## src/ile_pkg.sv

```systemverilog
// ----------------------------------------------------------------------------
// ile_pkg: shared types and constants of the indexed list engine
// Sizes of the list, field widths, request and result formats, and the
// command that the control logic broadcasts to the row of storage cells.
// ----------------------------------------------------------------------------
package ile_pkg;

  localparam int CAPACITY = 128;
  localparam int IDX_W    = $clog2(CAPACITY);
  localparam int CNT_W    = $clog2(CAPACITY + 1);
  localparam int POS_W    = 8;
  localparam int CMP_W    = (CNT_W > POS_W) ? CNT_W : POS_W;
  localparam int DATA_W   = 32;
  localparam int COUNT_W  = 8;
  localparam int ACT_W    = 3;
  localparam int STAT_W   = 2;

  localparam logic [ACT_W-1:0] ACT_READ = 3'd0;
  localparam logic [ACT_W-1:0] ACT_HEAD = 3'd1;
  localparam logic [ACT_W-1:0] ACT_TAIL = 3'd2;
  localparam logic [ACT_W-1:0] ACT_AT   = 3'd3;
  localparam logic [ACT_W-1:0] ACT_DEL  = 3'd4;

  localparam logic [STAT_W-1:0] ST_DONE   = 2'd0;
  localparam logic [STAT_W-1:0] ST_BADPOS = 2'd1;
  localparam logic [STAT_W-1:0] ST_FULL   = 2'd2;

  typedef struct packed {
    logic [ACT_W-1:0]         action;
    logic [POS_W-1:0]         position;
    logic signed [DATA_W-1:0] value;
  } req_t;

  typedef struct packed {
    logic signed [DATA_W-1:0] read_value;
    logic [STAT_W-1:0]        status;
    logic [COUNT_W-1:0]       count;
  } rsp_t;

  // Command broadcast to every cell in the cycle a request is transferred.
  typedef struct packed {
    logic              ins;
    logic              del;
    logic [CMP_W-1:0]  pos;
    logic [DATA_W-1:0] value;
  } cmd_t;

endpackage

```

## src/ile_cell.sv

```systemverilog
// ----------------------------------------------------------------------------
// ile_cell: one storage cell of the list
// Holds the entry at a fixed list position and shifts toward the tail on an
// insert or toward the head on a delete, taking its neighbor's entry.
// ----------------------------------------------------------------------------
module ile_cell
  import ile_pkg::*;
(
  input  logic              clk,
  input  logic [IDX_W-1:0]  idx,
  input  cmd_t              cmd,
  input  logic [DATA_W-1:0] left,
  input  logic [DATA_W-1:0] right,
  input  logic [CMP_W-1:0]  rd_pos,
  output logic [DATA_W-1:0] entry,
  output logic [DATA_W-1:0] rd_part
);

  logic [CMP_W-1:0] my_pos;

  assign my_pos  = CMP_W'(idx);
  // Only the addressed cell drives its entry onto the shared read bus.
  assign rd_part = (my_pos == rd_pos) ? entry : '0;

  always_ff @(posedge clk) begin
    if (cmd.ins) begin
      if (my_pos > cmd.pos) begin
        entry <= left;
      end else if (my_pos == cmd.pos) begin
        entry <= cmd.value;
      end
    end else if (cmd.del) begin
      if (my_pos >= cmd.pos) begin
        entry <= right;
      end
    end
  end

endmodule

```

## config.mk

```make
export PLATFORM = sky130hd
export DESIGN_NAME = ile_cell
export DESIGN_NICKNAME = d
export VERILOG_FILES = /design/src/ile_pkg.sv /design/src/ile_cell.sv
export SDC_FILE = /design/constraint.sdc
export NUM_CORES = 1
export LEC_CHECK = 0
export ABC_AREA = 1
export BUFFER_PORTS_ARGS = -buffer_cell sky130_fd_sc_hd__buf_4
export CAP_MARGIN = 5
export CORE_MARGIN = 10
export CORE_UTILIZATION = 38
export CTS_CLUSTER_DIAMETER = 80
export DETAILED_ROUTE_END_ITERATION = 10
export PLACE_DENSITY_LB_ADDON = 0.05
export RECOVER_POWER = 100
export SYNTH_ARGS = -nofsm -noshare
export SYNTH_HDL_FRONTEND = slang
export SYNTH_SLANG_ARGS = --single-unit
```

## constraint.sdc

```tcl
create_clock -name clk -period 2.6 [get_ports clk]
set_clock_uncertainty 0.1 [all_clocks]
set_input_delay 0.52 -clock clk [delete_from_list [all_inputs] [get_ports clk]]
set_output_delay 0.52 -clock clk [all_outputs]
set_load 0.01 [all_outputs]
```

==> flow_summary.json, run 1 <==
{
  "outcome": "finished, final reports clean",
  "ios": 186,
  "synth_cells": 401,
  "grt_util_all_layers_pct": 17.0,
  "drc": 0,
  "p_leak_nw": 2.37,
  "hold_path_end": "entry[23]$_DFFE_PP_",
  "die_y_um": 103,
  "max_freq_ghz": 0.414,
  "tightest_slew_ns": 1.07,
  "setup_tns_ns": 0,
  "period_minus_slack_ns": 2.41,
  "ys_ff_latch": 32,
  "synth_cell_types": 23,
  "hold_depth": 3,
  "start_kind": "input pin",
  "wirelength_um": 9530,
  "reg_top3": "entry: 32 flops",
  "nFillCells": 694,
  "multiInputGateArea_sq_um": 1090,
  "post-cts-setup-buffers": 0,
  "min_period_over_period_pct": 92.8,
  "grt_max_degree": 35,
  "finalPower_w": 0.00152,
  "postRouteAntennaNets": 0,
  "h-tree-depth": 2,
  "drive_gt1_share_pct": 28.0,
  "place_congestion": 0.816,
  "hold_path_class": "input pin to flip-flop",
  "max-vdd-ir-drop_mv": 0.173,
  "rsz0062_at_grt": "false",
  "syn_area_per_cell_sq_um": 6.47,
  "rows": 30,
  "hold_viol": 0,
  "yosysWarnings": 0,
  "pre_cts_slack_ns": 0.150,
  "post-dp-hpwl_um": 7560,
  "via_count": 2957,
  "diodes": 0,
  "regArea_sq_um": 961,
  "min-delay-start": "right[23]",
  "drtIter0Drc": 143,
  "largest_reg_flops": 32,
  "clk_pin_slew_ns": 0.07,
  "cts_buffers": 5,
  "grt_pass1_vias": 2979,
  "path_class": "input pin to output port",
  "grt-ovfl-total": 0,
  "cp_data_required_time_ns": 1.98,
  "finalSetupViolations": 0,
  "maxSlewHeadroom_pct": 28.5,
  "clock-root-buffer": "clkbuf_8",
  "clock-sinks": 32,
  "via_per_inst": 4.47,
  "grt_pass1_wl_um": 14200,
  "area_growth_pct": 52.5,
  "cts_hold_buf": 0,
  "regMostFlops": "entry",
  "port_buffers": 185,
  "crit_fanout": 12,
  "worst_slack_ns": 0.187,
  "slew_viol_final": 0,
  "wl_per_cell_um": 14.4,
  "syn-num-nets": 530,
  "yosysTopAreaCellShare_pct": 37.0,
  "cts_tree": "yes",
  "syn_area_sq_um": 2600,
  "cap_violations": 0,
  "synthTopCellsByArea": "edfxtp_1, inv_1, nand2_1",
  "dr.pass1.iters": 4,
  "antenna_found_initial": 0,
  "nets": 710,
  "cts_buffer_depth": 2,
  "crit_arrival_ns": 1.79,
  "core_area_sq_um": 6720,
  "p_per_area_nw_per_um2": 384,
  "dieArea_sq_um": 10500,
  "post_cts_resized": 0,
  "end_kind": "output port",
  "initial_core_util_pct": 38.6,
  "synth_top_cell_by_area": "edfxtp_1",
  "ys_seq_area_share_pct": 37.0,
  "die_x_um": 103
}
kinds of logic after synthesis:
family / synth area share [%]
adder cells (fa/ha/maj): 3.37
XOR/XNOR: 1.01
flip-flops: 37.0
AND/OR/NAND/NOR: 36.9
buffers and inverters: 20.9
AO/OA/AOI/OAI: 0.867
critical path, cell delays in order:
cell and delay [ns]:
clkbuf_1 0.13, inv_1 0.06, nand2_1 0.05, nand4_1 0.09, nor4_1 0.28, nand2_1 0.16
buf_4 0.22, nor2_1 0.10, clkbuf_1 0.19
layer usage:
metal	share of wire [%]	track usage (%)
met1	38	18.5
met2	51	30.4
met3	8.8	5.29
met4	2.1	5.97
met5	0	0
how the worst max path moves through the flow:
stage,startpoint,endpoint,depth (start not counted)
floorplan,cmd[35],entry[0]$_DFFE_PP_,9
global placement,idx[6],entry[16]$_DFFE_PP_,9
detailed placement,idx[6],entry[15]$_DFFE_PP_,10
CTS,rd_pos[2],rd_part[21],7
global route,idx[1],rd_part[31],9
finish,idx[1],rd_part[20],9
cell usage in the layout, fill, tap and decap left out:
cell,count
clkbuf_2,1
nor2_1,35
a22oi_2,1
nor4_1,1
a21oi_1,1
nand3_1,66
or2_2,1
clkbuf_1,42
nand2_4,1
o21ai_0,1
clkinv_2,2
inv_1,116
buf_4,148
nor3_1,1
ha_1,7
clkinv_1,1
nor3_4,1
clkbuf_8,5
nand4_1,1
clkinvlp_4,1
clkbuf_4,1
edfxtp_1,32
xnor2_1,1
nand2_1,112
nand4_4,1
xor2_1,2
through the flow:
step                      area [sq um]  instances  util (%)  hold WS [ns]
after floorplan                   2600        401         -         0.606
after global placement            4040        654      60.1         0.690
after detailed placement          4040        654      60.1         0.694
after CTS                         4120        662      61.3         0.398
after global routing              3960        662      58.9         0.405
final                             3960        662      58.9         0.403
Yosys cell counts (all sizes together):
master and n:
a22oi 1, clkbuf 8, nand4 2, nor4 1, xnor2 1, a21oi 1, ha 7, buf 11
inv 117, o21ai 1, nand3 66, nor2 35, xor2 2, edfxtp 32, nor3 2, or2 1
nand2 113
layout make-up:
type                       instances  share of cell area [%]
sequential                        32                    24.3
tap                               80                    2.53
clock buffer                       5                    1.74
clock inverter                     3                   0.348
timing repair buffer             192                    32.4
multi-input combinational        233                    27.6
inverter                         117                    11.2
power breakdown:
group / switching, W / internal, W
Combinational: 0.000248 / 0.000218
Clock: 0.000201 / 0.000182
Sequential: 0.0000301 / 0.000642
(Power assumes the default switching activity.)
==> run 2, diff against run 1 <==
CELL_PAD_IN_SITES_DETAIL_PLACEMENT = 0   (was not set)
CELL_PAD_IN_SITES_GLOBAL_PLACEMENT = 1   (was not set)
CORE_UTILIZATION = 24   (was 38)
CTS_CLUSTER_DIAMETER = not set   (was 80)
==> run 2 against run 1 <==
  * Via count decreased by 1.5%
  * First-iteration DRC count decreased by 20%
  * Global-route usage decreased by 3.9 points
==> flow_summary.json, run 2 (synthesis gave the netlist of run 1 again) <==
{
  "pre_cts_slack_ns": 0.194,
  "fin_area_sq_um": 4000,
  "grt_max_degree": 35,
  "drc": 0,
  "grt_util_all_layers_pct": 13.1,
  "grt_pass1_wl_um": 15700,
  "min_period_over_period_pct": 92.0,
  "crit_arrival_ns": 1.77,
  "nFillCells": 1176,
  "cp_data_required_time_ns": 1.98,
  "p_per_area_nw_per_um2": 405,
  "hold_path_class": "input pin to flip-flop",
  "area_growth_pct": 54.0,
  "clock-sinks": 32,
  "wl_met1_um": 3950,
  "post-dp-hpwl_um": 8340,
  "wirelength_um": 10500,
  "min-delay-start": "right[13]",
  "reg_top3": "entry: 32 flops",
  "diodes": 0,
  "postRouteAntennaNets": 0,
  "p_leak_nw": 2.32,
  "startpoint": "rd_pos[2]",
  "grt_pass1_vias": 3002,
  "setup_tns_ns": 0,
  "critPathCapture": "rd_part[21]",
  "maxSlewHeadroom_pct": 71.9,
  "end_kind": "output port",
  "cap_violations": 0,
  "crit_fanout": 22,
  "cts_buffers": 5,
  "grt-ovfl-total": 0,
  "drive_gt1_share_pct": 25.5,
  "top_layer_used": "met4",
  "ios": 186,
  "worst_slack_ns": 0.207,
  "placed_area_sq_um": 4140,
  "dr.pass1.iters": 4,
  "post_cts_resized": 0,
  "wl_per_cell_um": 14.6,
  "mostFrequentLayoutCells": "buf_4, inv_1, nand2_1",
  "max-vdd-ir-drop_mv": 0.175,
  "tightest_slew_ns": 0.421,
  "slew_viol_final": 0,
  "wl_met2_um": 5530,
  "nets": 713,
  "via_count": 2912,
  "regMostFlops": "entry",
  "finalSetupViolations": 0,
  "place_congestion": 0.728,
  "clock-root-buffer": "clkbuf_8",
  "clk_pin_slew_ns": 0.07,
  "post-cts-setup-buffers": 0,
  "h-tree-depth": 2,
  "wl_met3_um": 971,
  "cts_buffer_depth": 2,
  "initial_core_util_pct": 24.9,
  "antenna_found_initial": 0,
  "rows": 37,
  "cts_tree": "yes",
  "hold_viol": 0,
  "period_minus_slack_ns": 2.39,
  "dieArea_sq_um": 15400,
  "port_buffers": 185,
  "die_x_um": 124,
  "via_per_inst": 4.04,
  "largest_reg_flops": 32,
  "cts_hold_buf": 0,
  "start_kind": "input pin",
  "final_common_cell": "buf_4",
  "die_y_um": 124,
  "rsz0062_at_grt": "false",
  "core_area_sq_um": 10400,
  "max_freq_ghz": 0.418,
  "path_class": "input pin to output port",
  "drtIter0Drc": 114,
  "outcome": "finished, final reports clean"
}
[run 2: critical path: stages]
cell	delay (ns)
buf_4	0.11
xor2_1	0.15
nor4_1	0.34
nand2_1	0.13
buf_4	0.23
nor2_1	0.12
clkbuf_1	0.16
[run 2: metal layers]
| layer | GRT usage [%] | vias up |
|---|---|---|
| li1 | - | 1549 |
| met1 | 13.6 | 1267 |
| met2 | 24.8 | 94 |
| met3 | 4.57 | 2 |
| met4 | 2.73 | 0 |
| met5 | 0 | - |
[run 2: report_power, final]
group	internal, W	leakage (nW)	switching (W)	total [W]
clock network	0.000285	0.0552	0.000196	0.000480
registers	0.000642	0.291	0.0000311	0.000673
logic	0.000219	1.97	0.000247	0.000466
[run 2: how the worst min path moves through the flow]
stage / to / slack [ns] / cells after the start
final: entry[13]$_DFFE_PP_ / 0.40 / 3
after global routing: entry[13]$_DFFE_PP_ / 0.39 / 3
after CTS: entry[17]$_DFFE_PP_ / 0.40 / 3
after detailed placement: entry[27]$_DFFE_PP_ / 0.70 / 3
after global placement: entry[27]$_DFFE_PP_ / 0.69 / 3
after floorplan: entry[0]$_DFFE_PP_ / 0.61 / 2
[run 2: through the flow]
stage / power [W] / util [%] / std cells / hold slack (ns)
3_3_place_gp: 0.00121 / 39.8 / 713 / 0.691
3_5_place_dp: 0.00121 / 39.8 / 713 / 0.695
4_1_cts: 0.00170 / 40.8 / 721 / 0.396
2_1_floorplan: 0.000921 / - / 401 / 0.606
5_1_grt: 0.00173 / 38.4 / 721 / 0.390
6_report: 0.00162 / 38.4 / 721 / 0.404
[run 2: final cells by class]
class	instances	area, sq um	area share (%)
sequential	32	961	24.0
inverter	117	443	11.1
clock inverter	2	35.0	0.876
clock buffer	6	72.6	1.81
timing repair buffer	195	1230	30.9
tap	136	170	4.26
multi-input combinational	233	1080	27.1
==> run 3, diff against run 2 <==
CAP_MARGIN = 20   (was 5)
CELL_PAD_IN_SITES_DETAIL_PLACEMENT = not set   (was 0)
CELL_PAD_IN_SITES_GLOBAL_PLACEMENT = not set   (was 1)
CORE_ASPECT_RATIO = 1.4   (was not set)
CORE_UTILIZATION = 38   (was 24)
==> run 3 against run 2 <==
  * Combinational power shrank 2%
  * First-iteration DRC count shrank 7.9%
  * Sequential power is essentially flat
  * Maximum frequency grew 1.3%
  * Sequential share of layout area grew 0.68 points
  * Final cell count shrank 6.4%
  * Clock power shrank 20%
  * Design area shrank 2.8%
  * Total power shrank 6.4%
  * Via count grew 2.3%
  * Routed wire length shrank 9.4%
  * Critical path type unchanged
  * Highest routed layer unchanged
==> flow_summary.json, run 3 (synthesis gave the netlist of run 1 again) <==
{
  "critPathSlowestCell": "nor4_1",
  "maxSlewHeadroom_pct": 32.1,
  "cts_tree": "yes",
  "pre_cts_slack_ns": 0.258,
  "max_stage_delay_ns": 0.31,
  "cp_data_required_time_ns": 1.98,
  "crit_fanout": 19,
  "max_freq_ghz": 0.423,
  "start_kind": "input pin",
  "wirelength_um": 9510,
  "max-vdd-ir-drop_mv": 0.230,
  "met3_usage_pct": 5.42,
  "worst_slack_ns": 0.237,
  "min_period_over_period_pct": 90.9,
  "rows": 35,
  "cp_cell_sequence": "buf_4 -> xor2_1 -> nor4_1 -> nand2_1 -> buf_4 -> nor2_1 -> clkbuf_1",
  "period_minus_slack_ns": 2.36,
  "clock-sinks": 32,
  "regArea_sq_um": 961,
  "busiest_layer": "met2",
  "via_count": 2979,
  "place_congestion": 0.772,
  "h-tree-depth": 2,
  "drtIter0Drc": 105,
  "p_leak_nw": 2.28,
  "path_buf_inv": 3,
  "startpoint": "rd_pos[2]",
  "reg_top3": "entry: 32 flops",
  "cp.depth": 7,
  "post_cts_resized": 0,
  "critPathCapture": "rd_part[13]",
  "tightest_slew_ns": 1.02,
  "cp_top_family": "simple AND/OR/NAND/NOR gates",
  "grt_pass1_vias": 3110,
  "end_kind": "output port",
  "antenna_found_initial": 0,
  "initial_core_util_pct": 39.3,
  "path_class": "input pin to output port",
  "dr.pass1.iters": 4,
  "diodes": 0,
  "cts_buffer_depth": 2,
  "layout.cells.non_filler": 675,
  "die_x_um": 89.9,
  "hold_viol": 0,
  "outcome": "finished, final reports clean",
  "grt-ovfl-total": 0,
  "crit_arrival_ns": 1.74,
  "post-cts-setup-buffers": 0,
  "die_y_um": 118,
  "multiInputGateArea_sq_um": 1070,
  "min-delay-start": "right[7]",
  "drive_gt1_share_pct": 24.5,
  "met1_usage_pct": 17.2,
  "final_common_cell": "buf_4",
  "p_per_area_nw_per_um2": 389,
  "cts_buffers": 5,
  "finalPower_w": 0.00151,
  "regMostFlops": "entry",
  "cap_violations": 0,
  "cts_hold_buf": 0,
  "postRouteAntennaNets": 0,
  "grt_util_all_layers_pct": 17.1,
  "fin_hold_ws_ns": 0.399,
  "port_buffers": 185,
  "drc": 0,
  "rsz0062_at_grt": "false",
  "via_per_inst": 4.41,
  "mostFrequentLayoutCells": "buf_4, inv_1, nand2_1",
  "core_area_sq_um": 6610,
  "grt_pass1_wl_um": 14900,
  "post-dp-hpwl_um": 7690,
  "ios": 186,
  "nets": 711,
  "dp_cells": 667,
  "critPathMostFrequentCell": "buf_4",
  "hold_path_class": "input pin to flip-flop",
  "setup_tns_ns": 0,
  "grt_max_degree": 35,
  "dieArea_sq_um": 10600,
  "nFillCells": 722,
  "clk_pin_slew_ns": 0.07,
  "wl_per_cell_um": 14.1,
  "finalSetupViolations": 0,
  "clock-root-buffer": "clkbuf_8",
  "largest_reg_flops": 32,
  "met2_usage_pct": 31.0,
  "area_growth_pct": 49.8,
  "slew_viol_final": 0
}
run 3: changes by cell type in the layout (fill, tap and decap cells not counted), sizes merged:
| cell | previous run | this run |
|---|---|---|
| buf | 133 | 129 |
| clkinvlp | 1 | 3 |
| bufinv | 1 | 0 |
| clkbuf | 68 | 69 |
run 3: layout make-up:
class	instances	area share [%]
clock buffers	5	1.77
repair buffers	193	31.1
inverters	117	11.4
clock inverters	3	0.483
flip-flops and latches	32	24.7
multi-input cells	233	27.5
well taps	92	2.96
run 3: worst min-delay path: stages:
cell,delay (ns)
buf_4,0.07
nand2_1,0.04
nand2_1,0.05
run 3: routing by layer:
layer / vias to the layer above / routed length (um)
met4: 0 / 290
met5: - / 0
met2: 117 / 4910
met1: 1296 / 3780
met3: 20 / 533
li1: 1546 / -
run 3: how the worst min path moves through the flow:
stage | to | slack [ns] | cells after the start
final | entry[7]$_DFFE_PP_ | 0.40 | 3
after global routing | entry[7]$_DFFE_PP_ | 0.40 | 3
after CTS | entry[7]$_DFFE_PP_ | 0.39 | 3
after detailed placement | entry[13]$_DFFE_PP_ | 0.70 | 3
after global placement | entry[12]$_DFFE_PP_ | 0.69 | 3
after floorplan | entry[0]$_DFFE_PP_ | 0.61 | 2
run 3: report_power, final:
part / total, W / internal [W] / switching (W) / leakage (nW)
Clock: 0.000383 / 0.000185 / 0.000198 / 0.0378
Sequential: 0.000674 / 0.000642 / 0.0000320 / 0.291
Combinational: 0.000457 / 0.000217 / 0.000240 / 1.95
Total: 0.00151 / 0.00104 / 0.000471 / 2.28
run 3: through the flow:
| step | cell area [sq um] | utilization (%) |
|---|---|---|
| 2_1_floorplan | 2600 | - |
| 3_5_place_dp | 4060 | 61.4 |
| 5_1_grt | 3890 | 58.8 |
| 6_report | 3890 | 58.8 |
| 3_3_place_gp | 4060 | 61.4 |
| 4_1_cts | 4150 | 62.7 |
